[config.mk]
export PLATFORM = sky130hd
export DESIGN_NAME = kidts_id_cmp
export DESIGN_NICKNAME = d
export VERILOG_FILES = /design/src/hw/rtl/kidts_pkg.sv /design/src/hw/rtl/kidts_id_cmp.sv
export SDC_FILE = /design/constraint.sdc
export NUM_CORES = 1
export LEC_CHECK = 0
export BUFFER_PORTS_ARGS = -buffer_cell sky130_fd_sc_hd__buf_2
export CELL_PAD_IN_SITES_DETAIL_PLACEMENT = 0
export CELL_PAD_IN_SITES_GLOBAL_PLACEMENT = 1
export CORE_ASPECT_RATIO = 0.6
export CORE_MARGIN = 8
export CORE_UTILIZATION = 28
export DETAILED_ROUTE_END_ITERATION = 8
export PLACE_DENSITY_LB_ADDON = 0.1
export SYNTH_ARGS = -nofsm -noshare
export SYNTH_HDL_FRONTEND = slang
export SYNTH_SLANG_ARGS = --single-unit
[constraint.sdc]
create_clock -name vclk -period 3.4
set_clock_uncertainty 0.2 [all_clocks]
set_input_delay 0.17 -clock vclk [all_inputs]
set_output_delay 0.17 -clock vclk [all_outputs]
set_load 0.02 [all_outputs]
[src/hw/rtl/kidts_pkg.sv]
// ----------------------------------------------------------------------------
// Key ID table search package
// Shared sizes, command and status codes, sequencer states and the compare
// result type used by the key ID table search core.
// ----------------------------------------------------------------------------
package kidts_pkg;

  // Table and ID sizes.
  localparam int TABLE_DEPTH = 64;
  localparam int ID_BITS     = 64;
  localparam int HALF_BITS   = ID_BITS / 2;
  localparam int IDX_W       = $clog2(TABLE_DEPTH);
  localparam int CNT_W       = $clog2(TABLE_DEPTH + 1);

  // Commands carried by an input transaction.
  typedef enum logic [1:0] {
    CMD_LOOKUP = 2'd0,
    CMD_ADD    = 2'd1,
    CMD_ATTACH = 2'd2,
    CMD_REMOVE = 2'd3
  } cmd_t;

  // Status codes carried by a result transaction.
  typedef enum logic [1:0] {
    ST_OK        = 2'd0,
    ST_NOT_FOUND = 2'd1,
    ST_FULL      = 2'd2,
    ST_EMPTY     = 2'd3
  } status_t;

  // Sequencer states.
  typedef enum logic [1:0] {
    S_IDLE   = 2'd0,
    S_SEARCH = 2'd1,
    S_SHIFT  = 2'd2
  } state_t;

  // Outcome of comparing one table entry against the query.
  typedef struct packed {
    logic hit;
    logic sub;
  } match_t;

endpackage

[src/hw/rtl/kidts_id_cmp.sv]
// ----------------------------------------------------------------------------
// Key ID entry compare
// Tests one table entry against a query ID: the primary ID first, then the
// subkey ID when it is not zero. A full match or a short-ID match counts.
// ----------------------------------------------------------------------------
module kidts_id_cmp
  import kidts_pkg::*;
(
  input  logic [ID_BITS-1:0] primary_id,
  input  logic [ID_BITS-1:0] subkey_id,
  input  logic [ID_BITS-1:0] query_id,
  output match_t             result
);

  logic prim_full;
  logic prim_short;
  logic sub_full;
  logic sub_short;
  logic sub_present;

  // The short form compares the stored low half with the query's high half.
  assign prim_full   = (primary_id == query_id);
  assign prim_short  = (primary_id[HALF_BITS-1:0] == query_id[ID_BITS-1 -: HALF_BITS]);
  assign sub_full    = (subkey_id == query_id);
  assign sub_short   = (subkey_id[HALF_BITS-1:0] == query_id[ID_BITS-1 -: HALF_BITS]);
  assign sub_present = (subkey_id != '0);

  // The primary ID takes priority over the subkey ID.
  always_comb begin
    result.hit = 1'b0;
    result.sub = 1'b0;
    if (prim_full || prim_short) begin
      result.hit = 1'b1;
    end else if (sub_present && (sub_full || sub_short)) begin
      result.hit = 1'b1;
      result.sub = 1'b1;
    end
  end

endmodule

## Yosys cells after proc, flatten, opt, wreduce, memory -nomap -nowiden

Index checks and enable logic that the tools add are counted.
Widths: inputs -> output; s select.

| word-level totals | value |
|---|---|
| register bits after elaboration | 0 |
| latch bits | 0 |
| bits in writable memories | 0 |
| bits in read-only memories | 0 |
| output and inout port bits | 2 |
| logic and storage cells | 11 |
| memories kept | 0 |

| operators by class | value |
|---|---|
| add/sub/neg operators | 0 |
| multiply operators | 0 |
| div/mod/pow operators | 0 |
| magnitude comparators | 0 |
| equality and inequality tests | 4 |
| shift-type cells | 0 |
| muxes and demuxes | 3 |
| bitwise operators | 0 |
| reductions and logical operators | 4 |

Operator list:

| operator | count |
|---|---|
| $eq 64x64->1 | 2 |
| $eq 32x32->1 | 2 |
| $reduce_bool 64->1 | 1 |
| $logic_or 1x1->1 | 2 |
| $mux 1 | 2 |
| $mux 2 | 1 |
| $logic_and 1x1->1 | 1 |

## Longest topological paths before layout

| depth | value |
|---|---|
| depth in word-level cells | 5 |
| depth in mapped cells | 6 |

## Least setup slack after synthesis

No wires, ideal clock.

| timing | value |
|---|---|
| path kind | input to output |
| start | input port query_id[5] |
| end | output port result[0] (netlist bit) |
| arrival | 1.216 ns |
| required time | 3.030 ns |
| path slack | 1.814 ns |
| stages on the path | 6 |
| path buffers | 0 |
| path through | xor2_2 -> nor4_1 -> nand4_1 -> nor4_1 -> a21oi_1 -> and2_1 |

RTL lines:

| item | line | text |
|---|---|---|
| from (decl) | kidts_id_cmp.sv:11 | `input logic [ID_BITS-1:0] query_id,` |
| to (decl) | kidts_id_cmp.sv:12 | `output match_t result` |

==> impl_metrics.toml <==
[sta]
hold_viol = 0
whs_ns = 0.876
max_freq_ghz = 0.400
finalCriticalPeriod_ns = 2.50
rsz0062_at_grt = "false"
drv_slew = 0
slew_headroom_pct = 39.9
period_share_pct = 73.5
setup_viol = 0
worst_pin_slew_ns = 0.893
setup_tns_ns = 0

[cells_and_area]
seqCellArea_um2 = 0
drive_gt1_share_pct = 41.5
design.seq.count = 0
fillers = 862
clkbuf_count = 0
area_delta_synth_final_pct = 49.5
final_cells = 583
antenna_cells = 0
final_nets = 669

[global_route]
grt_max_degree = 5
grt_pass1_wl_um = 21100
grt_pass1_vias = 3334
grt_use_total_pct = 24.6
antenna_found_initial = 0
gr-total-overflow = 0

[setup_path]
critPathKind = "in -> out"
cp-start-kind = "input port"
arrival_ns = 2.13
path_max_fanout = 2
cp.required_ns = 3.03
critPathCaptureType = "output port"
setup.worst_path.start = "query_id[26]"

[logic_synthesis]
synthTopCellsByArea = "xnor2_1, xor2_1, nand4_1"
yosys.area.top_type = "xnor2_1"
synth_nets = 472
synth_warnings = 0
syn-cell-area_um2 = 2250
avgSynthCellArea_um2 = 8.03
netlist_instances = 280
ys_types = 10
synth_top_area_share_pct = 49.8
synth_seq_area_share_pct = 0

[floorplanning]
ios = 194
die_h_um = 85.4
die_area_um2 = 11300
start_util_pct = 28.8
dieWidth_um = 132
core_area_um2 = 7820
rows = 25

[run_status]
run_status = "completed"

[detailed_routing]
ant_nets = 0
wl_um = 14600
drt-wirelength-per-cell_um = 25.1
vias_per_cell = 5.06
first_iter_violations = 179
drtPass1Iterations = 4
num_vias = 2948
drc = 0

[placed_design]
gp_congestion = 0.977
place_inst = 583
port_buffers = 194

[clocking]
post_cts_buffers = 0
postCtsHoldBufs = 0
cts_resized = 0

[pwr]
irDropWorstVdd_uv = 51.9
leakagePower_uw = 0.00137
p_per_area_nw_per_um2 = 145

[hold_path]
holdPathEnd = "result[1]"
whs_path_depth = 7
hp-start = "subkey_id[21]"
holdCritPathClass = "in -> out"

[run]
cap_violations = 0
[worst max-delay path by stage]
stage	end
after floorplan	result[0]
after global placement	result[0]
after detailed placement	result[0]
after CTS	result[0]
after global routing	result[0]
final	result[0]
[cell usage after synthesis]
master,n
nor4_1,41
nand2b_1,1
xnor2_1,128
nor4_4,1
xor2_1,63
xor2_2,1
a21oi_1,2
and2_1,1
nand2_1,1
nand4_1,41
[stage by stage]
stage	cell area, um^2	util, %	setup slack (ns)	power [uW]
2_1_floorplan	2250	-	1.81	203
3_3_place_gp	3360	43.0	0.848	485
3_5_place_dp	3360	43.0	1.01	477
4_1_cts	3360	43.0	1.00	480
5_1_grt	3360	43.0	0.928	516
6_report	3360	43.0	0.900	488
[power by group]
| group | internal [uW] | leakage, uW | switching, uW |
|---|---|---|---|
| Clock | 0 | 0 | 0 |
| Combinational | 222 | 0.00137 | 266 |
| Sequential | 0 | 0 | 0 |
| Total | 222 | 0.00137 | 266 |
[routing by layer]
metal / up-vias / global-route usage (%) / part of all wire [%]
li1: 1399 / - / -
met2: 173 / 35.5 / 40
met3: 2 / 5.01 / 8.5
met1: 1374 / 37.7 / 52
met4: 0 / 0.311 / 0.12
met5: - / 0 / 0
[kinds of logic after synthesis]
family           after synthesis  share of synthesized area, %
XOR/XNOR                     192                          75.1
AND/OR/NAND/NOR               86                          24.5
AO/OA/AOI/OAI                  2                         0.445
[critical path: stages]
cell and delay (ns):
buf_2 0.12, xor2_1 0.17, nor4_1 0.65, nand4_1 0.30
nor4_1 0.30, a21oi_1 0.10, and2_1 0.16, buf_2 0.15
[final cells by class]
| type | count | area, um^2 | share of cell area, % |
|---|---|---|---|
| tap | 108 | 135 | 4.02 |
| multi-input combinational | 280 | 2250 | 66.9 |
| timing repair buffer | 195 | 978 | 29.1 |
[layout by cell type (no fill, tap or decap), types with 2 or more instances in the layout]
cell       n
xor2_1    63
a21oi_1    2
nor4_1    41
buf_2    194
nand4_1   41
xnor2_1  128
Note: power is estimated with default switching activity, not from simulation.
